**config.mk**
```make
export PLATFORM = sky130hd
export DESIGN_NAME = bpim_cell
export DESIGN_NICKNAME = d
export VERILOG_FILES = /design/src/sv/bpim_pkg.sv /design/src/sv/bpim_cell.sv
export SDC_FILE = /design/constraint.sdc
export NUM_CORES = 1
export LEC_CHECK = 0
export ABC_AREA = 0
export BUFFER_PORTS_ARGS = -buffer_cell sky130_fd_sc_hd__buf_2
export CAP_MARGIN = 20
export CORE_MARGIN = 2
export CORE_UTILIZATION = 35
export CTS_BUF_LIST = sky130_fd_sc_hd__clkbuf_8
export CTS_CLUSTER_SIZE = 30
export DETAILED_ROUTE_END_ITERATION = 8
export GPL_ROUTABILITY_DRIVEN = 0
export PLACE_DENSITY_LB_ADDON = 0.12
export SLEW_MARGIN = 10
export SYNTH_ARGS = -nofsm -noshare
export SYNTH_HDL_FRONTEND = slang
export SYNTH_SLANG_ARGS = --single-unit
```
**constraint.sdc**
```tcl
create_clock -name clk -period 7.05 [get_ports clk]
set_input_delay 1.41 -clock clk [delete_from_list [all_inputs] [get_ports clk]]
set_output_delay 1.41 -clock clk [all_outputs]
set_load 0.01 [all_outputs]
```
**src/sv/bpim_pkg.sv**
```systemverilog
// ----------------------------------------------------------------------------
// bpim_pkg
// Shared types, constants and helper functions for the partition index map.
// ----------------------------------------------------------------------------
package bpim_pkg;

  localparam int CW   = 17;   // cell / index width
  localparam int KW   = 9;    // chunk count width
  localparam int BKW  = 8;    // chunk index width
  localparam int EW   = 9;    // remainder width
  localparam int IW   = 8;    // config index width
  localparam int QMAX = 16;   // widest quotient carried in a stage

  localparam int MAX_CELLS_DEF  = 65536;
  localparam int MAX_CHUNKS_DEF = 256;

  localparam logic [CW-1:0] CELLS_RST  = CW'(64);
  localparam logic [KW-1:0] CHUNKS_RST = KW'(1);

  localparam logic [IW-1:0] CFG_CELLS_X  = IW'(0);
  localparam logic [IW-1:0] CFG_CELLS_Y  = IW'(1);
  localparam logic [IW-1:0] CFG_CHUNKS_X = IW'(2);
  localparam logic [IW-1:0] CFG_CHUNKS_Y = IW'(3);

  typedef enum logic [1:0] {
    REQ_CELL_G2L  = 2'd0,
    REQ_POINT_G2L = 2'd1,
    REQ_CELL_L2G  = 2'd2,
    REQ_POINT_L2G = 2'd3
  } req_t;

  typedef enum logic [1:0] {
    DRV_IDLE,
    DRV_LOAD,
    DRV_DIV,
    DRV_MUL
  } drv_state_t;

  typedef struct packed {
    logic [CW-1:0] cells_x;
    logic [CW-1:0] cells_y;
    logic [KW-1:0] chunks_x;
    logic [KW-1:0] chunks_y;
    logic          ok_x;
    logic          ok_y;
    logic [CW-1:0] bw_x;
    logic [CW-1:0] bw_y;
    logic [EW-1:0] ex_x;
    logic [EW-1:0] ex_y;
    logic [CW-1:0] co_x;
    logic [CW-1:0] co_y;
  } geom_t;

  typedef struct packed {
    logic            vld;
    logic            l2g;
    logic            ok;
    logic [CW-1:0]   rem_x;
    logic [CW-1:0]   rem_y;
    logic [CW-1:0]   div_x;
    logic [CW-1:0]   div_y;
    logic [QMAX-1:0] q_x;
    logic [QMAX-1:0] q_y;
    logic [EW-1:0]   add_x;
    logic [EW-1:0]   add_y;
    logic            inc_x;
    logic            inc_y;
    logic [CW-1:0]   glb_x;
    logic [CW-1:0]   glb_y;
  } stage_t;

  typedef struct packed {
    logic          ok;
    logic [CW-1:0] rem;
    logic [CW-1:0] div;
    logic [EW-1:0] add;
    logic          inc;
  } g2l_t;

  typedef struct packed {
    logic          ok;
    logic [CW-1:0] glb;
  } l2g_t;

  function automatic logic axis_ok(input logic [CW-1:0] cells,
                                   input logic [KW-1:0] chunks,
                                   input int max_cells, input int max_chunks);
    logic [31:0] c;
    logic [31:0] k;
    c = 32'(cells);
    k = 32'(chunks);
    return (c >= 32'd1) && (c <= 32'(max_cells)) && (k >= 32'd1) &&
           (k <= 32'(max_chunks)) && (k <= c);
  endfunction

  function automatic g2l_t axis_g2l(input logic [CW-1:0] coord,
                                    input logic [CW-1:0] cells,
                                    input logic [CW-1:0] bw,
                                    input logic [EW-1:0] ex,
                                    input logic [CW-1:0] co,
                                    input logic pt);
    g2l_t          r;
    logic [CW-1:0] m;
    r.ok  = pt ? (coord <= cells) : (coord < cells);
    r.inc = pt && (coord != '0);
    m     = r.inc ? coord - CW'(1) : coord;
    if (m < co) begin
      r.rem = m;
      r.div = bw + CW'(1);
      r.add = '0;
    end else begin
      r.rem = m - co;
      r.div = bw;
      r.add = ex;
    end
    return r;
  endfunction

  function automatic l2g_t axis_l2g(input logic [BKW-1:0] blk,
                                    input logic [CW-1:0] loc,
                                    input logic [KW-1:0] chunks,
                                    input logic [CW-1:0] bw,
                                    input logic [EW-1:0] ex,
                                    input logic [CW-1:0] co,
                                    input logic pt);
    l2g_t          r;
    logic [CW:0]   lim;
    logic [CW+BKW:0] g;
    if (blk < ex) begin
      lim = {1'b0, bw} + (CW+1)'(1) + (CW+1)'(pt);
      g   = (CW+BKW+1)'(({1'b0, bw} + (CW+1)'(1)) * blk) + (CW+BKW+1)'(loc);
    end else begin
      lim = {1'b0, bw} + (CW+1)'(pt);
      g   = (CW+BKW+1)'(bw * (blk - ex)) + (CW+BKW+1)'(co) + (CW+BKW+1)'(loc);
    end
    r.ok  = ({1'b0, blk} < chunks) && ({1'b0, loc} < lim);
    r.glb = g[CW-1:0];
    return r;
  endfunction

endpackage

```
**src/sv/bpim_cell.sv**
```systemverilog
// ----------------------------------------------------------------------------
// bpim_cell
// One restoring division step on both axes; registered stage of the chain.
// ----------------------------------------------------------------------------
module bpim_cell import bpim_pkg::*; #(
  parameter int SH = 0
) (
  input  logic   clk,
  input  logic   rst_n,
  input  logic   en,
  input  stage_t d_i,
  output stage_t q_o
);

  localparam int DW = CW + SH;

  stage_t        s_r;
  stage_t        s_nxt;
  logic [DW-1:0] dsh_x;
  logic [DW-1:0] dsh_y;

  always_comb begin
    s_nxt = d_i;
    dsh_x = DW'(d_i.div_x) << SH;
    dsh_y = DW'(d_i.div_y) << SH;
    if (DW'(d_i.rem_x) >= dsh_x) begin
      s_nxt.rem_x   = CW'(DW'(d_i.rem_x) - dsh_x);
      s_nxt.q_x[SH] = 1'b1;
    end
    if (DW'(d_i.rem_y) >= dsh_y) begin
      s_nxt.rem_y   = CW'(DW'(d_i.rem_y) - dsh_y);
      s_nxt.q_y[SH] = 1'b1;
    end
  end

  always_ff @(posedge clk) begin
    if (!rst_n) begin
      s_r.vld <= 1'b0;
    end else if (en) begin
      s_r <= s_nxt;
    end
  end

  assign q_o = s_r;

endmodule

```
## After elaboration in Yosys (flattened, before gate mapping)

Cells that the tools add are included.

- Word-level logic and storage cells: 24
- Input port bits: 160
- Output and inout bits: 157
- Register bits: 157

- Reductions and logical operators: 1
- Mux-type cells: 2
- Add/subtract/negate cells: 2
- Magnitude comparators: 2

Operators by type and width:

| kind | number |
|---|---|
| 17-bit >= comparator | 2 |
| 17-bit 2-to-1 mux | 2 |
| 17-bit subtractor | 2 |
| 2-bit AND reduction | 1 |

## Longest topological paths before layout

Gate-level depths: netlist of run 1.

- Depth in word-level cells: 2
- Depth in mapped cells: 10
- Depth with buffers taken out: 9

## Worst setup path after synthesis of run 1

Ideal clock, no wire load.

- Kind: input-to-reg
- From: in en
- To: reg s_r, in the netlist q_o[0] (enable)
- Stages: 1
- Required time: 6.516 ns
- Slack: 1.549 ns
- Library setup time: 0.534 ns
- Data arrival time: 4.967 ns
- Buffers on the path: 0
- Path through: and2_1

- Longest elaborated chain between the ends: 1

Ends and longest elaborated chain:

| item | RTL line | RTL |
|---|---|---|
| start: declaration | bpim_cell.sv:10 | `input logic en,` |
| 2-bit AND reduction (no line) | n/a |  |
| end signal: assignment | bpim_cell.sv:40 | `s_r <= s_nxt;` |
| end: declaration | bpim_cell.sv:17 | `stage_t s_r;` |

Every way passes these cells.
A chain may end at the register's enable or synchronous reset.

==> results of run 1 <==
## routing by layer
layer | global-route usage, % | vias to the layer above | share of wire [%]
li1 | - | 2524 | -
met1 | 19.1 | 2476 | 38
met2 | 30.9 | 206 | 52
met3 | 6.36 | 16 | 9.1
met4 | 5.29 | 2 | 0.98
met5 | 0 | - | 0.068
## synthesized netlist by cell type (3+ instances only)
cell / instances / area [um2]
mux2i_1: 10 / 100
mux2_2: 16 / 180
inv_1: 43 / 161
a21o_1: 10 / 75.1
a21boi_0: 3 / 22.5
o211a_1: 3 / 30.0
edfxtp_1: 156 / 4680
and4_1: 3 / 26.3
clkbuf_1: 6 / 22.5
nor2b_1: 7 / 43.8
and3_1: 5 / 31.3
o211ai_1: 3 / 22.5
nor2_1: 18 / 67.6
a21oi_1: 20 / 100
a31oi_1: 7 / 43.8
o21a_1: 7 / 52.6
xor2_1: 7 / 61.3
xnor2_1: 17 / 149
mux2_4: 10 / 150
nand3_1: 7 / 35.0
o2111ai_1: 3 / 26.3
o21ai_0: 14 / 70.1
a211oi_1: 4 / 30.0
ha_1: 34 / 425
nand2_1: 22 / 82.6
nor3_1: 8 / 40.0
o21bai_1: 3 / 22.5
nand4_1: 7 / 43.8
## metrics by stage
stage	power [uW]	instances	setup slack, ns	utilization (%)	hold slack [ns]
5_1_grt	2320	1102	3.37	46.7	0.583
3_3_place_gp	1570	1069	3.08	44.8	0.513
2_1_floorplan	1410	494	1.55	-	0.538
6_report	2210	1104	3.52	46.8	0.549
4_1_cts	2240	1101	3.53	46.7	0.552
3_5_place_dp	1570	1069	3.04	44.8	0.525
## worst max-delay path: stages
cell	delay, ns
buf_2	0.12
inv_1	0.05
ha_1	0.28
nor2b_1	0.26
o21bai_4	0.11
a311oi_2	0.34
nor3_2	0.11
o211ai_4	0.64
mux2_2	0.42
## logic make-up (layout without fill, tap and decap cells)
kind of cell	Yosys count	after routing	synth area share, %
multiplexers	36	36	5.97
buffers and inverters	56	393	3.33
XOR/XNOR	24	24	2.91
other	0	3	0
flip-flops	157	157	65.2
AO/OA/AOI/OAI	94	94	9.54
adder cells (fa/ha/maj)	36	36	6.45
AND/OR/NAND/NOR	91	91	6.59
## final cells by class
type / count / area (um2)
Timing Repair Buffer: 318 / 1600
Sequential cell: 157 / 4700
Inverter: 43 / 161
Antenna cell: 3 / 7.51
Tap cell: 270 / 338
Multi-Input combinational cell: 281 / 2270
Fill cell: 1912 / 10800
Clock buffer: 17 / 234
Clock inverter: 15 / 149
## power by group through the flow
stage	clock network (uW)	logic, uW	registers (uW)
after floorplan	0	221	1190
after global placement	0	420	1150
after detailed placement	0	424	1150
after CTS	692	426	1130
after global routing	726	464	1130
final	662	420	1130
## worst max-delay path by stage
stage	to	startpoint	slack, ns
CTS	q_o[124]	d_i[89]	3.53
finish	q_o[124]	d_i[87]	3.52
global route	q_o[124]	d_i[89]	3.37
detailed placement	q_o[127]	d_i[87]	3.04
floorplan	q_o[0]	en	1.55
global placement	q_o[123]	d_i[87]	3.08
==> impl_metrics.json, run 1 <==
{
  "die_x_um": 148,
  "crit_type": "input pin to flop",
  "internal-power_uw": 1570,
  "p_clk_share_pct": 30.0,
  "wirelength_um": 19100,
  "ys.warnings.count": 0,
  "grt_max_degree": 69,
  "place_area_um2": 9070,
  "final_cell_mix": "316 x buf_2, 156 x edfxtp_1, 43 x inv_1",
  "final_nets": 1014,
  "syn_inst": 494,
  "worst_pin_slew_ns": 0.903,
  "leakage_uw": 0.00415,
  "vias_per_cell": 4.73,
  "cp_max_fo": 18,
  "synth.ff_latch_count": 157,
  "run_status": "finished, final reports clean",
  "rsz0062_at_grt": "false",
  "reg2reg_depth": 2,
  "comb_power_share_pct": 19.0,
  "ctsHoldBuffers": 0,
  "ys_seq_area_share_pct": 65.2,
  "antenna_found_initial": 3,
  "ys_async_sr_fraction_pct": 0,
  "hold_path_class": "flop to flop",
  "syn_to_final_growth_pct": 31.2,
  "wl_per_cell_um": 17.3,
  "postCtsResizedCells": 0,
  "cts.sinks": 157,
  "finalHoldViolCount": 0,
  "synth_edf_count": 156,
  "clk_latency_ns": 0.46,
  "drc": 0,
  "p_sw_share_pct": 29.1,
  "drt_iter0_drc": 209,
  "cp.required_ns": 7.25,
  "fmax_mhz": 283,
  "core_area_um2": 20200,
  "end_kind": "flop",
  "grt_pass1_vias": 5312,
  "cts_tree": "built",
  "cp-start-kind": "input pin",
  "r2r-end": "q_o[156]",
  "syn_area_um2": 7210,
  "dieHeight_um": 148,
  "track_usage_pct": 17.3,
  "grt_remaining_overflow": 0,
  "root_buffer": "clkbuf_8",
  "p_per_area_nw_per_um2": 233,
  "post-route-period-util_pct": 50.1,
  "ir_worst_vdd_mv": 0.106,
  "htree_levels": 4,
  "cts_setup_buffers": 0,
  "seq_power_share_pct": 51.0,
  "drv_slew": 0,
  "finalCriticalPeriod_ns": 3.53,
  "rows": 52,
  "drive_gt1_share_pct": 46.6,
  "io_buffers": 316,
  "timing.hold.worst.start": "q_o[156]",
  "layout_commonest_cell": "buf_2",
  "die_area_um2": 21800,
  "dpl.hpwl_um": 14800,
  "drtPass1Iterations": 4,
  "r2r_slack_ns": 6.44,
  "synthFlopType": "edfxtp_1",
  "syn_area_per_cell_um2": 14.6,
  "tns_ns": 0,
  "p_sw_uw": 643,
  "design_area_um2": 9460,
  "largest_reg_flops": 157,
  "vias": 5224,
  "cp.arrival_ns": 3.73,
  "synth_cell_types": 58,
  "slew_headroom_pct": 39.8,
  "cap_violations": 0,
  "start_util_pct": 35.7,
  "holdPathStages": 2,
  "cts_buffer_depth": 2,
  "syn-num-nets": 690,
  "setup_viol": 0,
  "grt_pass1_wl_um": 28700,
  "clkTransAtPathRegs_ns": 0.10,
  "fin_skew_ns": 0,
  "num_io_pins": 317,
  "drtAntennaViolNets": 0,
  "cts_made_buffers": 17,
  "min_to": "q_o[156]",
  "reg2reg_from": "q_o[156]"
}
No activity file was read; power rests on OpenSTA's default activity.
==> run 2: changes to the inputs <==
==> constraint.sdc (replaced) <==
create_clock -name clk -period 3.7 [get_ports clk]
set_input_delay 0.74 -clock clk [delete_from_list [all_inputs] [get_ports clk]]
set_output_delay 0.74 -clock clk [all_outputs]
set_load 0.01 [all_outputs]
==> run 2 against run 1 <==
Compared with the run above:
- power grew 90%
- routed wire length shrank 2.8%
- cell area increased by 0.40%
- first-iteration DRC count fell by 13%
- clock-buffer cell count stayed put
==> impl_metrics.json, run 2 (synthesis results as in run 1) <==
{
  "reg2reg_depth": 2,
  "multi_input_area_um2": 2270,
  "cts_buffer_depth": 2,
  "ir_worst_vdd_mv": 0.184,
  "seq_power_share_pct": 51.2,
  "die_area_um2": 21800,
  "grt_max_degree": 85,
  "grt.busiest_layer": "met2",
  "num_io_pins": 317,
  "root_buffer": "clkbuf_8",
  "final_nets": 1015,
  "antenna_found_initial": 6,
  "fmax_mhz": 354,
  "crit_family": "compound AO/OA/AOI/OAI gates",
  "tns_ns": 0,
  "post-route-period-util_pct": 76.4,
  "grt_use_met3_pct": 5.56,
  "place_ws_ns": 0.400,
  "start_util_pct": 35.7,
  "postCtsResizedCells": 0,
  "drive_gt1_share_pct": 46.6,
  "drv_slew": 0,
  "drt_iter0_drc": 182,
  "worst_pin_slew_ns": 0.759,
  "clk_latency_ns": 0.44,
  "rsz0062_at_grt": "false",
  "final_cell_mix": "316 x buf_2, 156 x edfxtp_1, 43 x inv_1",
  "crit_buf_inv": 3,
  "run_status": "finished, final reports clean",
  "cts_made_buffers": 17,
  "wl_per_cell_um": 16.8,
  "cts.sinks": 157,
  "drc": 0,
  "cp.arrival_ns": 3.02,
  "die_x_um": 148,
  "crit_slowest_cell": "ha_1",
  "p_sw_share_pct": 28.8,
  "cts_tree": "built",
  "syn_to_final_growth_pct": 31.7,
  "core_area_um2": 20200,
  "setup_viol": 0,
  "comb_power_share_pct": 19.2,
  "cp-start-kind": "input pin",
  "r2r_slack_ns": 3.06,
  "vias_per_cell": 4.71,
  "cts_setup_buffers": 0,
  "cap_violations": 0,
  "dpl.hpwl_um": 14400,
  "met2_usage_pct": 29.7,
  "worst-path-stages": 10,
  "worstPathCellList": "buf_2, inv_1, ha_1, nand3_1, o21bai_4, a311oi_2, nor3_2, o211ai_4, buf_4, mux2_2",
  "fill_cells": 1871,
  "whs_ns": 0.458,
  "slowest_delay_ns": 0.36,
  "crit_type": "input pin to flop",
  "cp_max_fo": 12,
  "layout_setup_ws_ns": 0.874,
  "final_util_pct": 47.0,
  "wirelength_um": 18600,
  "total_power_uw": 4190,
  "rows": 52,
  "ctsHoldBuffers": 0,
  "largest_reg_flops": 157,
  "p_per_area_nw_per_um2": 441,
  "met1_usage_pct": 18.8,
  "cp.required_ns": 3.89,
  "vias": 5202,
  "holdPathStages": 1,
  "finalHoldViolCount": 0,
  "p_clk_share_pct": 29.6,
  "drtAntennaViolNets": 0,
  "regArea_um2": 4700,
  "io_buffers": 316,
  "leakage_uw": 0.00416,
  "track_usage_pct": 16.8,
  "internal-power_uw": 2980,
  "fin_skew_ns": 0,
  "grt_pass1_wl_um": 28200,
  "grt_pass1_vias": 5273,
  "p_sw_uw": 1210,
  "slew_headroom_pct": 49.1,
  "dieHeight_um": 148,
  "finalCriticalPeriod_ns": 2.83,
  "hold_path_class": "input pin to flop",
  "drtPass1Iterations": 4,
  "grt_remaining_overflow": 0,
  "htree_levels": 4,
  "layout_commonest_cell": "buf_2",
  "clkTransAtPathRegs_ns": 0.10,
  "end_kind": "flop"
}
[run 2: changes by cell type in the layout (fill, tap and decap cells not counted), sizes merged]
cell / change
buf: +1
clkinv: +4
inv: -4
[run 2: layout make-up]
cell class	instances	area share, %
clock inverters	15	1.62
flip-flops and latches	157	49.5
well taps	270	3.56
diodes	3	0.0790
repair buffers	319	17.1
clock buffers	17	2.46
multi-input cells	281	23.9
inverters	43	1.70
[run 2: through the flow]
stage	cells	area (um2)
final	1105	9500
after global routing	1103	9500
after CTS	1102	9490
after detailed placement	1070	9100
after global placement	1070	9100
after floorplan	494	7220
[run 2: power by group through the flow]
stage                     clock [uW]  sequential, uW  combinational [uW]
after global placement             0            2180                 805
after global routing            1360            2160                 886
final                           1240            2140                 805
after CTS                       1290            2150                 813
after floorplan                    0            2270                 421
after detailed placement           0            2190                 808
[run 2: final timing paths]
check                               from  endpoint
worst max-delay path             d_i[89]  q_o[124]
worst min-delay path             d_i[68]   q_o[68]
worst max register to register  q_o[156]  q_o[156]
worst min register to register  q_o[156]  q_o[156]
[run 2: routing by layer]
| layer | wire length, um | share of wire, % |
|---|---|---|
| met2 | 9370 | 50 |
| met4 | 366 | 2.0 |
| met5 | 43 | 0.23 |
| met1 | 7390 | 40 |
| met3 | 1430 | 7.7 |
[run 2: worst register-to-register path, delay by kind of cell (launching register included)]
| kind | cells | cell delay [ns] |
|---|---|---|
| flip-flops | 1 | 0.33 |
| multiplexers | 1 | 0.15 |
| AND/OR/NAND/NOR | 1 | 0.07 |
