==> config.mk <==
export PLATFORM = sky130hd
export DESIGN_NAME = bpim_derive
export DESIGN_NICKNAME = d
export VERILOG_FILES = /design/src/sv/bpim_pkg.sv /design/src/sv/bpim_derive.sv
export SDC_FILE = /design/constraint.sdc
export NUM_CORES = 1
export LEC_CHECK = 0
export BUFFER_PORTS_ARGS = -buffer_cell sky130_fd_sc_hd__buf_2
export CAP_MARGIN = 20
export CORE_ASPECT_RATIO = 0.7
export CORE_MARGIN = 2
export CORE_UTILIZATION = 45
export CTS_BUF_LIST = sky130_fd_sc_hd__clkbuf_16
export DETAILED_ROUTE_END_ITERATION = 6
export PLACE_DENSITY = 0.69
export SLEW_MARGIN = 15
export SYNTH_ARGS = -nofsm -noshare
export SYNTH_HDL_FRONTEND = slang
export SYNTH_SLANG_ARGS = --single-unit
==> constraint.sdc <==
create_clock -name clk -period 13.9 [get_ports clk]
set_input_delay 1.39 -clock clk [delete_from_list [all_inputs] [get_ports clk]]
set_output_delay 1.39 -clock clk [all_outputs]
set_load 0.005 [all_outputs]
==> src/sv/bpim_pkg.sv <==
// ----------------------------------------------------------------------------
// bpim_pkg
// Shared types, constants and helper functions for the partition index map.
// ----------------------------------------------------------------------------
package bpim_pkg;

  localparam int CW   = 17;   // cell / index width
  localparam int KW   = 9;    // chunk count width
  localparam int BKW  = 8;    // chunk index width
  localparam int EW   = 9;    // remainder width
  localparam int IW   = 8;    // config index width
  localparam int QMAX = 16;   // widest quotient carried in a stage

  localparam int MAX_CELLS_DEF  = 65536;
  localparam int MAX_CHUNKS_DEF = 256;

  localparam logic [CW-1:0] CELLS_RST  = CW'(64);
  localparam logic [KW-1:0] CHUNKS_RST = KW'(1);

  localparam logic [IW-1:0] CFG_CELLS_X  = IW'(0);
  localparam logic [IW-1:0] CFG_CELLS_Y  = IW'(1);
  localparam logic [IW-1:0] CFG_CHUNKS_X = IW'(2);
  localparam logic [IW-1:0] CFG_CHUNKS_Y = IW'(3);

  typedef enum logic [1:0] {
    REQ_CELL_G2L  = 2'd0,
    REQ_POINT_G2L = 2'd1,
    REQ_CELL_L2G  = 2'd2,
    REQ_POINT_L2G = 2'd3
  } req_t;

  typedef enum logic [1:0] {
    DRV_IDLE,
    DRV_LOAD,
    DRV_DIV,
    DRV_MUL
  } drv_state_t;

  typedef struct packed {
    logic [CW-1:0] cells_x;
    logic [CW-1:0] cells_y;
    logic [KW-1:0] chunks_x;
    logic [KW-1:0] chunks_y;
    logic          ok_x;
    logic          ok_y;
    logic [CW-1:0] bw_x;
    logic [CW-1:0] bw_y;
    logic [EW-1:0] ex_x;
    logic [EW-1:0] ex_y;
    logic [CW-1:0] co_x;
    logic [CW-1:0] co_y;
  } geom_t;

  typedef struct packed {
    logic            vld;
    logic            l2g;
    logic            ok;
    logic [CW-1:0]   rem_x;
    logic [CW-1:0]   rem_y;
    logic [CW-1:0]   div_x;
    logic [CW-1:0]   div_y;
    logic [QMAX-1:0] q_x;
    logic [QMAX-1:0] q_y;
    logic [EW-1:0]   add_x;
    logic [EW-1:0]   add_y;
    logic            inc_x;
    logic            inc_y;
    logic [CW-1:0]   glb_x;
    logic [CW-1:0]   glb_y;
  } stage_t;

  typedef struct packed {
    logic          ok;
    logic [CW-1:0] rem;
    logic [CW-1:0] div;
    logic [EW-1:0] add;
    logic          inc;
  } g2l_t;

  typedef struct packed {
    logic          ok;
    logic [CW-1:0] glb;
  } l2g_t;

  function automatic logic axis_ok(input logic [CW-1:0] cells,
                                   input logic [KW-1:0] chunks,
                                   input int max_cells, input int max_chunks);
    logic [31:0] c;
    logic [31:0] k;
    c = 32'(cells);
    k = 32'(chunks);
    return (c >= 32'd1) && (c <= 32'(max_cells)) && (k >= 32'd1) &&
           (k <= 32'(max_chunks)) && (k <= c);
  endfunction

  function automatic g2l_t axis_g2l(input logic [CW-1:0] coord,
                                    input logic [CW-1:0] cells,
                                    input logic [CW-1:0] bw,
                                    input logic [EW-1:0] ex,
                                    input logic [CW-1:0] co,
                                    input logic pt);
    g2l_t          r;
    logic [CW-1:0] m;
    r.ok  = pt ? (coord <= cells) : (coord < cells);
    r.inc = pt && (coord != '0);
    m     = r.inc ? coord - CW'(1) : coord;
    if (m < co) begin
      r.rem = m;
      r.div = bw + CW'(1);
      r.add = '0;
    end else begin
      r.rem = m - co;
      r.div = bw;
      r.add = ex;
    end
    return r;
  endfunction

  function automatic l2g_t axis_l2g(input logic [BKW-1:0] blk,
                                    input logic [CW-1:0] loc,
                                    input logic [KW-1:0] chunks,
                                    input logic [CW-1:0] bw,
                                    input logic [EW-1:0] ex,
                                    input logic [CW-1:0] co,
                                    input logic pt);
    l2g_t          r;
    logic [CW:0]   lim;
    logic [CW+BKW:0] g;
    if (blk < ex) begin
      lim = {1'b0, bw} + (CW+1)'(1) + (CW+1)'(pt);
      g   = (CW+BKW+1)'(({1'b0, bw} + (CW+1)'(1)) * blk) + (CW+BKW+1)'(loc);
    end else begin
      lim = {1'b0, bw} + (CW+1)'(pt);
      g   = (CW+BKW+1)'(bw * (blk - ex)) + (CW+BKW+1)'(co) + (CW+BKW+1)'(loc);
    end
    r.ok  = ({1'b0, blk} < chunks) && ({1'b0, loc} < lim);
    r.glb = g[CW-1:0];
    return r;
  endfunction

endpackage

==> src/sv/bpim_derive.sv <==
// ----------------------------------------------------------------------------
// bpim_derive
// Config registers and serial derivation of width, remainder and cutoff.
// ----------------------------------------------------------------------------
module bpim_derive import bpim_pkg::*; #(
  parameter int MAX_CELLS  = MAX_CELLS_DEF,
  parameter int MAX_CHUNKS = MAX_CHUNKS_DEF
) (
  input  logic          clk,
  input  logic          rst_n,
  input  logic          cfg_we,
  input  logic [IW-1:0] cfg_idx,
  input  logic [CW-1:0] cfg_wdata,
  output geom_t         geom_o,
  output logic          busy_o
);

  localparam int NW = $clog2(CW);
  localparam logic RST_OK = (MAX_CELLS >= int'(CELLS_RST)) &&
                            (MAX_CHUNKS >= int'(CHUNKS_RST));

  drv_state_t    state_r, state_nxt;
  logic [NW-1:0] cnt_r;
  logic [CW-1:0] n_x_r, n_y_r, q_x_r, q_y_r;
  logic [KW-1:0] r_x_r, r_y_r;
  geom_t         g_r;
  logic          wr_hit;
  logic [KW:0]   t_x, t_y;
  logic          ok_x, ok_y;

  assign wr_hit = cfg_we && ((cfg_idx == CFG_CELLS_X) || (cfg_idx == CFG_CELLS_Y) ||
                  (cfg_idx == CFG_CHUNKS_X) || (cfg_idx == CFG_CHUNKS_Y));

  always_comb begin
    state_nxt = state_r;
    if (wr_hit) begin
      state_nxt = DRV_LOAD;
    end else begin
      case (state_r)
        DRV_IDLE: state_nxt = DRV_IDLE;
        DRV_LOAD: state_nxt = DRV_DIV;
        DRV_DIV:  if (cnt_r == NW'(CW-1)) state_nxt = DRV_MUL;
        DRV_MUL:  state_nxt = DRV_IDLE;
        default:  state_nxt = DRV_IDLE;
      endcase
    end
  end

  always_comb begin
    case (state_r)
      DRV_IDLE: busy_o = 1'b0;
      default:  busy_o = 1'b1;
    endcase
  end

  assign t_x  = {r_x_r, n_x_r[CW-1]};
  assign t_y  = {r_y_r, n_y_r[CW-1]};
  assign ok_x = axis_ok(g_r.cells_x, g_r.chunks_x, MAX_CELLS, MAX_CHUNKS);
  assign ok_y = axis_ok(g_r.cells_y, g_r.chunks_y, MAX_CELLS, MAX_CHUNKS);

  always_ff @(posedge clk) begin
    if (!rst_n) begin
      state_r    <= DRV_IDLE;
      g_r.cells_x  <= CELLS_RST;
      g_r.cells_y  <= CELLS_RST;
      g_r.chunks_x <= CHUNKS_RST;
      g_r.chunks_y <= CHUNKS_RST;
      g_r.ok_x <= RST_OK;
      g_r.ok_y <= RST_OK;
      g_r.bw_x <= RST_OK ? CELLS_RST : '0;
      g_r.bw_y <= RST_OK ? CELLS_RST : '0;
      g_r.ex_x <= '0;
      g_r.ex_y <= '0;
      g_r.co_x <= '0;
      g_r.co_y <= '0;
    end else begin
      state_r <= state_nxt;
      if (cfg_we) begin
        case (cfg_idx)
          CFG_CELLS_X:  g_r.cells_x  <= cfg_wdata;
          CFG_CELLS_Y:  g_r.cells_y  <= cfg_wdata;
          CFG_CHUNKS_X: g_r.chunks_x <= cfg_wdata[KW-1:0];
          CFG_CHUNKS_Y: g_r.chunks_y <= cfg_wdata[KW-1:0];
          default: ;
        endcase
      end
      if (state_r == DRV_MUL) begin
        g_r.ok_x <= ok_x;
        g_r.ok_y <= ok_y;
        g_r.bw_x <= ok_x ? q_x_r : '0;
        g_r.bw_y <= ok_y ? q_y_r : '0;
        g_r.ex_x <= ok_x ? r_x_r[EW-1:0] : '0;
        g_r.ex_y <= ok_y ? r_y_r[EW-1:0] : '0;
        g_r.co_x <= ok_x ? CW'(r_x_r[EW-1:0] * (q_x_r + CW'(1))) : '0;
        g_r.co_y <= ok_y ? CW'(r_y_r[EW-1:0] * (q_y_r + CW'(1))) : '0;
      end
    end
  end

  always_ff @(posedge clk) begin
    if (state_r == DRV_LOAD) begin
      cnt_r <= '0;
      n_x_r <= g_r.cells_x;
      n_y_r <= g_r.cells_y;
      r_x_r <= '0;
      r_y_r <= '0;
      q_x_r <= '0;
      q_y_r <= '0;
    end else if (state_r == DRV_DIV) begin
      cnt_r <= cnt_r + NW'(1);
      n_x_r <= n_x_r << 1;
      n_y_r <= n_y_r << 1;
      if (t_x >= {1'b0, g_r.chunks_x}) begin
        r_x_r <= KW'(t_x - {1'b0, g_r.chunks_x});
        q_x_r <= {q_x_r[CW-2:0], 1'b1};
      end else begin
        r_x_r <= t_x[KW-1:0];
        q_x_r <= {q_x_r[CW-2:0], 1'b0};
      end
      if (t_y >= {1'b0, g_r.chunks_y}) begin
        r_y_r <= KW'(t_y - {1'b0, g_r.chunks_y});
        q_y_r <= {q_y_r[CW-2:0], 1'b1};
      end else begin
        r_y_r <= t_y[KW-1:0];
        q_y_r <= {q_y_r[CW-2:0], 1'b0};
      end
    end
  end

  assign geom_o = g_r;

endmodule

== Word level (Yosys, flattened, before mapping) ==
Index checks and enable logic that the tools add are counted.

* Register bits: 233
* Bits in latches: 0
* Memory bits (writable): 0
* ROM bits: 0
* Input port bits: 28
* Output and inout bits: 141
* Logic and storage cells: 89
* Memories kept: 0

* Add/sub/neg operators: 5
* Multiply operators: 2
* Divide/modulo/power cells: 0
* $lt $le $gt $ge: 12
* Eq/ne operators: 9
* Shifts and indexed selects: 0
* Multiplexer cells: 18
* Bitwise gates (word level): 1
* Reductions and logical operators: 21

{| class="wikitable"
|+ Operator list
! operator !! count
|-
| $mux 17 || 8
|-
| $mux 9 || 4
|-
| $add 17x1->17 const B || 2
|-
| $ge 17x1->1 const B || 2
|-
| $le 17x17->1 const B || 2
|-
| $le 9x17->1 || 2
|-
| $mul 9x17->17 || 2
|-
| $ge 10x9->1 || 2
|-
| $ge 9x1->1 const B || 2
|-
| $le 9x9->1 const B || 2
|-
| $sub 9x9->9 || 2
|-
| $eq 8x2->1 const B || 2
|-
| $logic_and 1x1->1 || 9
|-
| $eq 8x1->1 const B || 1
|-
| $logic_not 8->1 || 1
|-
| $reduce_and 2->1 || 4
|-
| $pmux 2 s3 || 1
|-
| $add 5x1->5 const B || 1
|-
| $eq 5x5->1 const B || 1
|-
| $eq 2x2->1 const B || 2
|-
| $mux 1 || 4
|-
| $reduce_or 2->1 || 2
|-
| $logic_or 1x1->1 || 3
|-
| $ne 3x3->1 const B || 1
|-
| other kinds (6) || 6
|}

== Logic depth before layout (Yosys ltp) ==
Gate-level depths: netlist (run 1).

* Word-level depth: 6
* Depth in mapped cells: 23
* Mapped depth without buffers: 22

== Worst setup path after synthesis (run 1) ==
OpenSTA, ideal clock, no wires.

* Kind: flip-flop to flip-flop
* Start point: register q_x_r[2]
* End point: register g_r (netlist bit geom_o[33])
* Setup time: 0.122 ns
* Arrival time: 5.225 ns
* Data required time: 13.778 ns
* Slack: 8.553 ns
* Cell stages (with the launch flop): 22
* Clock period less this slack: 5.347 ns
* Cell sequence: dfxtp_1 -> buf_2 -> nand3_1 -> nor2_1 -> xor2_1 -> nand2_1 -> fa_1 -> inv_1 -> fa_1 -> ha_1 -> inv_1 -> fa_1 -> inv_1 -> fa_1 -> a21o_1 -> a21o_1 -> a21oi_1 -> o21ai_0 -> a221o_1 -> a31oi_1 -> and4b_1 -> a311o_1

* Longest elaborated chain between the ends: 3

{| class="wikitable"
|+ RTL lines
! element !! RTL line !! text
|-
| start: declaration || bpim_derive.sv:24 || <nowiki>logic [CW-1:0] n_x_r, n_y_r, q_x_r, q_y_r;</nowiki>
|-
| start signal: assignment || bpim_derive.sv:115 || <nowiki>q_x_r <= {q_x_r[CW-2:0], 1'b1};</nowiki>
|-
| start signal: assignment || bpim_derive.sv:118 || <nowiki>q_x_r <= {q_x_r[CW-2:0], 1'b0};</nowiki>
|-
| $add 17x1->17 || bpim_derive.sv:94 || <nowiki>g_r.co_x <= ok_x ? CW'(r_x_r[EW-1:0] * (q_x_r + CW'(1))) : '0;</nowiki>
|-
| $mul 9x17->17 || bpim_derive.sv:94 ||
|-
| $mux 17 || bpim_derive.sv:94 ||
|-
| end: declaration || bpim_derive.sv:26 || <nowiki>geom_t g_r;</nowiki>
|}

No other way between the ends.
A chain may end at the register's enable or synchronous reset.

== Worst setup path after layout (run 1) ==
* Start point: register q_x_r[0]
* End point: register g_r (netlist bit geom_o[33])

The elaborated chain is that of the path after synthesis.

==> qor.csv, run 1 <==
metric,value,unit
Starting Density,45.8,%
die area,0.0396,mm^2
"Hold Vio Cnt, Final",0,
TritonCTS buffer count,26,
CP endpoint kind,flop,
DRC viols,0,
Root Driver,clkbuf_16,
cells after synthesis,1877,
CORE AREA,0.0374,mm^2
outcome,completed,
hpwl dp,32.3,mm
row count,59,
IO Port Bufs,168,
CP top delay family,adder cells,
unrepaired setup endpoints after global routing,false,
Avg Inst Size Synth,9.12,um^2
Skew-Pair Late Insertion Delay,570,ps
ys flop type,dfxtp_1,
vias in the first global route,13600,
worst-case clock buffer depth,3,
Post-Synthesis Cell Area,0.0171,mm^2
number of synthesized register bits,233,
routed len/inst,17.4,um
Peak supply drop,0.000109,V
sequential share of the synthesized area,29.2,%
Final Util,51.6,%
Setup crit start kind,flop,
Hold WS,461,ps
worst endpoint required time,14330,ps
Slew headroom,27.2,%
Clock Sinks,233,
drt first-iter violations,825,
class of the tightest hold or removal check,reg -> reg,
CTS tree,yes,
vias after detailed routing,13300,
H-tree Lvls,1,
chip width,237,um
via-per-instance ratio,5.32,
CTS Hold Bufs,0,
Slew @ Worst Pin,1080,ps
filler cell count in the final layout,3461,
first-pass GRT wire length,72.4,mm
fin. max-slew vios,0,
"Setup violations, final",0,
GRT Util Overall,22.5,%
asr flop ratio synth,0,%
placer congestion estimate,0.907,
number of flops mapped to enable cells by yosys,34,
Die Ht,167,um
Max Freq,153,MHz
ANT nets after route,0,
WL final,43.6,mm
setup_tns,0,ps
worst stage delay on the critical path,710,ps
"most used cell, CP",fa_1,
period utilization,46.9,%
drt pass-1 iters,5,
Power Density,131,mW/mm^2
CP Max Fanout,14,
Critical Path AT,6950,ps
gr ovfl total,0,
Clock Skews,30.8,ps
yosys warns,0,
layout cells sized above 1,14.0,%
P_leak,9.09,nW
Syn-to-layout area delta,12.6,%
final net count,2272,
antenna violations before repair,1,
Post-Syn Nets,2150,
Tmin final,6520,ps
diode count,0,
"commonest non-fill, non-tap cells in the layout","inv_1, dfxtp_1, nand2_1, nor2_1, buf_2",
IO Pins,169,
pin count of the biggest net entering global routing,75,
Yosys cell types,64,
"Cell Chain, Critical Path","ha_1, nand3_1, nor3_4, xor2_1, nand2_1, fa_1, fa_1, fa_1, fa_1, xor2_1, xnor2_1, xnor2_1, xnor2_1, xnor3_1, xnor3_1, and4b_1, a311o_1",
CP Class,reg -> reg,
WP buf/inv,0,
Crit-path slowest cell,dfxtp_1,
max-cap viol count,0,
# resized after CTS,0,
"commonest non-fill, non-tap cell in the layout",inv_1,
"CTS clk-pin slew, worst paths",60,ps
post-CTS setup buffers,0,
[layer usage]
layer	vias up	track usage (%)	share of wire [%]
met4	0	5.99	2.7
li1	6324	-	-
met2	363	35.5	45
met3	73	3.51	6.0
met5	-	0	0
met1	6568	32.2	47
[synthesized netlist by cell type (all sizes together) (5+ instances only)]
cell type / number / area, um^2
inv: 261 / 980
mux2: 32 / 360
clkbuf: 75 / 282
nor2: 186 / 701
a21o: 18 / 135
or3: 5 / 36.3
buf: 19 / 101
and2: 70 / 438
a21oi: 53 / 265
xor2: 31 / 279
a211oi: 5 / 37.5
mux2i: 91 / 911
a21boi: 6 / 52.6
ha: 95 / 1190
a22oi: 57 / 428
nand2b: 9 / 56.3
nor4: 12 / 81.3
nand3: 37 / 208
nor2b: 68 / 425
dfxtp: 199 / 3980
nand4: 17 / 121
a311oi: 14 / 123
o21ai: 22 / 110
edfxtp: 34 / 1020
and3: 9 / 56.3
nor3: 10 / 72.6
fa: 150 / 3000
nand2: 193 / 724
xnor2: 47 / 434
[state kept, by name, summed over array words and instances (netlist names)]
register,count
r_y_r,9
cnt_r,5
r_x_r,9
state_r,2
n_x_r,17
n_y_r,17
geom_o,140
q_x_r,17
q_y_r,17
[final timing paths]
path / startpoint / endpoint / slack [ps] / cells after the start
setup / recovery: q_x_r[0]$_SDFFE_PP0N_ / geom_o[33]$_SDFFE_PN0N_ / 7380 / 17
hold reg to reg: geom_o[43]$_SDFFE_PN0N_ / geom_o[43]$_SDFFE_PN0N_ / 460 / 2
setup reg to reg: q_x_r[0]$_SDFFE_PP0N_ / geom_o[33]$_SDFFE_PN0N_ / 7380 / 17
hold / removal: geom_o[43]$_SDFFE_PN0N_ / geom_o[43]$_SDFFE_PN0N_ / 460 / 2
[final cells by class]
cell class	count	area (um^2)	area share, %
clock buffers	26	651	3.38
clock inverters	22	231	1.20
inverters	261	981	5.09
multi-input cells	1289	10800	56.1
flip-flops and latches	233	5000	26.0
well taps	488	611	3.17
repair buffers	188	991	5.14
[worst register-to-register path: stages (launching register included)]
cell	delay, ps
dfxtp_1	710
ha_1	370
nand3_1	210
nor3_4	210
xor2_1	600
nand2_1	170
fa_1	600
fa_1	450
fa_1	520
fa_1	470
xor2_1	170
xnor2_1	210
xnor2_1	170
xnor2_1	160
xnor3_1	340
xnor3_1	460
and4b_1	250
a311o_1	310
[kinds of logic (layout without fill, tap and decap cells)]
kind of cell / count (synthesis) / in the layout / synth area share (%)
AO/OA/AOI/OAI: 209 / 209 / 8.37
XOR/XNOR: 83 / 83 / 4.84
adder cells (fa/ha/maj): 245 / 245 / 24.5
buffers and inverters: 355 / 497 / 7.96
flip-flops: 233 / 233 / 29.2
multiplexers: 123 / 123 / 7.43
AND/OR/NAND/NOR: 629 / 629 / 17.7
[where the power goes]
group	switching (mW)	leakage [nW]	total (mW)	internal [mW]
registers	0.163	1.92	0.885	0.723
logic	0.551	6.73	0.928	0.377
clock network	0.293	0.449	0.709	0.417
total	1.01	9.09	2.52	1.52
[through the flow]
step                power, mW  area (um^2)  worst slack, ps  cells
detailed placement       1.82        18400             7490   2459
CTS                      2.54        19300             7430   2507
floorplan                1.55        17100             8550   1877
finish                   2.52        19300             7380   2507
global placement         1.79        18400             7570   2459
global route             2.72        19300             7130   2507
(Power assumes the default switching activity.)
==> inputs of run 2 (changes only) <==
Settings changed: ABC_AREA set to 1.
Clock period 13.9 ns to 6.8 ns, I/O delays scaled along.
==> qor.csv, run 2 <==
metric,value,unit,change
outcome,finished with violations,,
failing checks,design-rule violations,,
pin count of the biggest net entering global routing,94,,+25%
chip width,238,um,+0.49%
Synth top area share,23.0,%,-0.23 points
number of synthesized register bits,233,,unchanged
Compound-Gate Fraction of Synth Area,12.6,%,+4.2 points
most frequent cells after synthesis,"nand2_1, inv_1, a21oi_1",,
WL final,51.3,mm,+18%
CTS Hold Bufs,0,,unchanged
TritonCTS buffer count,26,,unchanged
Clock Skews,19.2,ps,-11.7 ps
Max Freq,160,MHz,+4.0%
row count,60,,+1.7%
CP endpoint kind,flop,,
layout cells sized above 1,11.8,%,-2.2 points
Post-Synthesis Cell Area,0.0173,mm^2,+0.99%
# resized after CTS,0,,unchanged
ys flop type,dfxtp_1,,
Clock Sinks,233,,unchanged
routed len/inst,17.4,um,about the same
Slew headroom,31.4,%,+4.2 points
hpwl dp,39.3,mm,+22%
Synth area leader,dfxtp_1,,
sequential share of the synthesized area,29.0,%,-0.29 points
"Cell Chain, Critical Path","nand3_2, nor2_2, xor2_1, inv_1, nor2_1, fa_1, fa_1, fa_1, inv_1, fa_1, inv_1, ha_1, a21oi_1, o21ai_0, a21oi_1, nor2_1, o21ai_0, nand2_1, nand2_1, nand2_1, a21oi_1, nand3_1, nand3_1, a21oi_1",,
setup_tns,0,ps,unchanged
CTS tree,yes,,
mux cell area share after synthesis,0,%,-7.4 points
class of the tightest hold or removal check,in -> reg,,
worst-case clock buffer depth,3,,unchanged
cells after synthesis,2312,,+23%
Skew-Pair Late Insertion Delay,570,ps,about the same
unrepaired setup endpoints after global routing,false,,
gr ovfl total,0,,unchanged
first-pass GRT wire length,82.1,mm,+13%
ANT nets after route,0,,unchanged
cell with the most instances after synthesis,nand2_1,,
final net count,2710,,+19%
worst endpoint required time,7210,ps,-7120 ps
adder-cell share of the synthesized area,24.2,%,-0.24 points
diode count,0,,unchanged
vias in the first global route,14900,,+9.9%
"Hold Vio Cnt, Final",0,,unchanged
WP buf/inv,3,,+3
Yosys cell types,49,,-23%
die area,0.0400,mm^2,+0.97%
"commonest non-fill, non-tap cell in the layout",nand2_1,,
"top cells by area, synth","dfxtp_1, fa_1, nand2_1",,
max FFs per register,140,,unchanged
Post-Syn Nets,2585,,+20%
max-cap viol count,0,,unchanged
CORE AREA,0.0381,mm^2,+2.1%
Die Ht,168,um,+0.48%
number of flops mapped to enable cells by yosys,34,,unchanged
post-CTS setup buffers,0,,unchanged
Root Driver,clkbuf_16,,
largest family of logic cells by synthesized area,adder cells,,
filler cell count in the final layout,3762,,+8.7%
drt first-iter violations,1208,,+46%
worst stage delay on the critical path,650,ps,-60 ps
Slew @ Worst Pin,1030,ps,-51.6 ps
Critical Path AT,6680,ps,-270 ps
drt pass-1 iters,7,,+2
XOR/XNOR Fraction of Synth Area,1.17,%,-3.7 points
Synth Area in Simple Gates,21.9,%,+4.2 points
period utilization,92.2,%,+45 points
placer congestion estimate,0.991,,+9.2%
via-per-instance ratio,5.30,,-0.25%
Final Util,50.8,%,-0.80 points
IO Pins,169,,unchanged
vias after detailed routing,15700,,+17%
"commonest non-fill, non-tap cells in the layout","nand2_1, inv_1, a21oi_1, dfxtp_1, buf_2",,
Syn-to-layout area delta,12.1,%,
Setup crit start kind,flop,,
Avg Inst Size Synth,7.48,um^2,-18%
H-tree Lvls,1,,unchanged
Tmin final,6270,ps,-253 ps
fin. max-slew vios,0,,unchanged
"Setup violations, final",0,,unchanged
CP Class,reg -> reg,,
GRT Util Overall,25.8,%,+3.4 points
CP top delay family,adder cells,,
Starting Density,45.3,%,-0.49 points
asr flop ratio synth,0,%,unchanged
antenna violations before repair,1,,unchanged
IO Port Bufs,168,,unchanged
yosys warns,0,,unchanged
Crit-path slowest cell,xor2_1,,
DRC viols,4,,+4
"CTS clk-pin slew, worst paths",60,ps,about the same
CP Max Fanout,11,,-3
run 2: cell count changes after synthesis, moves of 21 or more:
cell and delta:
a22oi_1 -56, a21oi_1 +157, mux2_2 -32, o21ai_0 +120, inv_1 +147, xnor2_1 -36, nand3_1 +42, mux2i_1 -91
nor2_1 -21, nor2b_1 -68, nand2_1 +361, and2_1 -69
run 2: worst register-to-register path: stages (launching register included):
cell and delay [ps]:
dfxtp_1 590, nand3_2 230, nor2_2 230, xor2_1 650, inv_1 190, nor2_1 180, fa_1 470, fa_1 520
fa_1 540, inv_1 50, fa_1 540, inv_1 50, ha_1 320, a21oi_1 150, o21ai_0 90, a21oi_1 400
nor2_1 110, o21ai_0 170, nand2_1 90, nand2_1 80, nand2_1 60, a21oi_1 160, nand3_1 100, nand3_1 80
a21oi_1 60
run 2: through the flow:
| stage | instance area, um^2 | instances | hold slack (ps) | setup slack [ps] |
|---|---|---|---|---|
| after floorplan | 17300 | 2312 | 423 | 1820 |
| after global placement | 18500 | 2904 | 441 | 850 |
| after detailed placement | 18500 | 2904 | 448 | 690 |
| after CTS | 19400 | 2951 | 387 | 654 |
| after global routing | 19400 | 2952 | 424 | 41.9 |
| final | 19400 | 2952 | 407 | 532 |
run 2: kinds of logic (layout without fill, tap and decap cells):
group,Yosys count,count (layout)
and+or+nand+nor,894,894
buffers and inverters,511,655
AOI/OAI and AO/OA,406,406
adders and majority gates,245,245
DFF,233,233
xor gates and xnor gates,23,23
run 2: final timing paths:
kind | startpoint | end | cells past startpoint | slack, ps
hold / removal | cfg_wdata[12] | geom_o[135]$_SDFFE_PN0P_ | 3 | 410
hold reg to reg | cnt_r[4]$_SDFFE_PP0N_ | cnt_r[4]$_SDFFE_PP0N_ | 1 | 460
setup reg to reg | q_x_r[0]$_SDFFE_PP0N_ | geom_o[33]$_SDFFE_PN0N_ | 24 | 530
setup / recovery | q_x_r[0]$_SDFFE_PP0N_ | geom_o[33]$_SDFFE_PN0N_ | 24 | 530
run 2: per-layer routing:
layer	track usage, %	up-vias	routed length (um)
li1	-	7512	-
met1	39.8	7466	24800
met2	37.1	607	20900
met3	4.94	67	4540
met4	5.84	2	1120
met5	0	-	13
run 2: cell type report:
class | instances | area, um^2 | share of cell area (%)
timing repair buffer | 182 | 950 | 4.90
tap | 496 | 621 | 3.20
clock inverter | 20 | 168 | 0.866
inverter | 426 | 1600 | 8.27
multi-input combinational | 1568 | 10300 | 53.4
sequential | 233 | 5000 | 25.8
clock buffer | 27 | 676 | 3.49
Power of run 2 is left out: the tool's default activity adds up to more than one toggle a clock period on the data nets, which glitch-free logic cannot reach.
==> inputs of run 3 (changes only) <==
Settings changed: PLACE_DENSITY 0.69 to 0.71.
==> qor.csv, run 3 (same netlist as run 2, synthesis figures left out) <==
metric,value,unit,change
vias after detailed routing,15600,,-0.42%
"commonest non-fill, non-tap cell in the layout",nand2_1,,
IO Port Bufs,168,,unchanged
first-pass GRT wire length,81.0,mm,-1.3%
diode count,0,,unchanged
Slew headroom,25.6,%,-5.8 points
placer congestion estimate,0.923,,-6.8%
hpwl dp,39.2,mm,-0.32%
Final WS setup,790,ps,+259 ps
setup_tns,0,ps,unchanged
Slew @ Worst Pin,1120,ps,+88.7 ps
# resized after CTS,0,,unchanged
multi-input logic area,0.0103,mm^2,unchanged
ANT nets after route,0,,unchanged
drt pass-1 iters,5,,-2
TritonCTS buffer count,25,,-3.8%
"CTS clk-pin slew, worst paths",70,ps,about the same
"commonest non-fill, non-tap cells in the layout","nand2_1, inv_1, a21oi_1, dfxtp_1, buf_2",,
placed cells,2902,,-0.069%
class of the tightest hold or removal check,in -> reg,,
dpl cell area,0.0185,mm^2,about the same
unrepaired setup endpoints after global routing,false,,
worst-case clock buffer depth,3,,unchanged
GRT Util Overall,25.5,%,-0.33 points
IO Pins,169,,unchanged
drt first-iter violations,1228,,+1.7%
CTS Hold Bufs,0,,unchanged
CORE AREA,0.0381,mm^2,unchanged
Starting Density,45.3,%,unchanged
final net count,2706,,-0.15%
via-per-instance ratio,5.29,,-0.29%
Skew-Pair Late Insertion Delay,560,ps,about the same
CP Max Fanout,11,,unchanged
chip width,238,um,unchanged
gr ovfl total,0,,unchanged
layout cells sized above 1,11.7,%,-0.18 points
Syn-to-layout area delta,11.7,%,
vias in the first global route,15100,,+1.4%
CP endpoint kind,flop,,
Tmin final,6010,ps,-259 ps
period utilization,88.4,%,-3.8 points
CTS tree,yes,,
routed len/inst,17.3,um,-0.55%
max FFs per register,140,,unchanged
"Setup violations, final",0,,unchanged
outcome,completed,,
post-CTS setup buffers,0,,unchanged
FF+latch area,0.00500,mm^2,unchanged
Die Ht,168,um,unchanged
max-cap viol count,0,,unchanged
Clock Sinks,233,,unchanged
die area,0.0400,mm^2,unchanged
Max Freq,166,MHz,+4.3%
fin cells,2948,,-0.14%
fin. max-slew vios,0,,unchanged
"Hold Vio Cnt, Final",0,,unchanged
DRC viols,0,,-4
pin count of the biggest net entering global routing,85,,-9.6%
Critical Path AT,6500,ps,-180 ps
WL final,51.0,mm,-0.68%
Setup crit start kind,flop,,
Clock Skews,30.8,ps,+11.6 ps
H-tree Lvls,1,,unchanged
CP Class,reg -> reg,,
filler cell count in the final layout,3743,,-0.51%
worst endpoint required time,7290,ps,+80 ps
Root Driver,clkbuf_16,,
Post-Place Setup Slack,847,ps,+157 ps
finished layout cell area,0.0193,mm^2,-0.29%
antenna violations before repair,0,,-1
row count,60,,unchanged
## run 3: final cells by class
type / instances / share of cell area [%]
flip-flops and latches: 233 / 25.9
inverters: 426 / 8.30
multi-input cells: 1568 / 53.6
well taps: 496 / 3.21
repair buffers: 179 / 4.78
clock buffers: 27 / 3.50
clock inverters: 19 / 0.713
## run 3: metrics by stage
step                util (%)  hold slack (ps)
floorplan                  -              423
global placement        48.5              450
detailed placement      48.5              453
CTS                     50.6              389
global route            50.6              419
finish                  50.6              408
## run 3: path summary, 6_finish.rpt
check,start,endpoint,slack (ps),cells after the start
worst min register to register,geom_o[9]$_SDFFE_PN0N_,geom_o[9]$_SDFFE_PN0N_,460,2
worst min-delay path,cfg_wdata[0],geom_o[88]$_SDFFE_PN1P_,410,3
worst max register to register,q_x_r[0]$_SDFFE_PP0N_,geom_o[33]$_SDFFE_PN0N_,790,25
worst max-delay path,q_x_r[0]$_SDFFE_PP0N_,geom_o[33]$_SDFFE_PN0N_,790,25
## run 3: routing by layer
| metal | global-route usage, % | up-vias | share of wire, % |
|---|---|---|---|
| met5 | 0 | - | 0 |
| met4 | 5.41 | 0 | 2.0 |
| met3 | 6.38 | 67 | 9.0 |
| met2 | 37.1 | 588 | 41 |
| met1 | 38.1 | 7437 | 48 |
| li1 | - | 7496 | - |
## run 3: critical path: stages, from the launching register on
cell	delay (ps)
dfxtp_1	600
nand3_2	200
nor2_2	210
xor2_1	560
nand2_1	170
fa_1	580
inv_1	60
fa_1	500
inv_1	50
fa_1	470
fa_1	560
inv_1	40
ha_1	330
a21oi_1	190
nand2_1	130
a21oi_1	300
nor2_1	90
o21ai_0	180
nand2_1	90
nand2_1	80
nand2_1	70
a21oi_1	180
inv_1	70
nand2_1	70
nand3_1	70
a21oi_1	130
Power of run 3 is left out for the same reason.
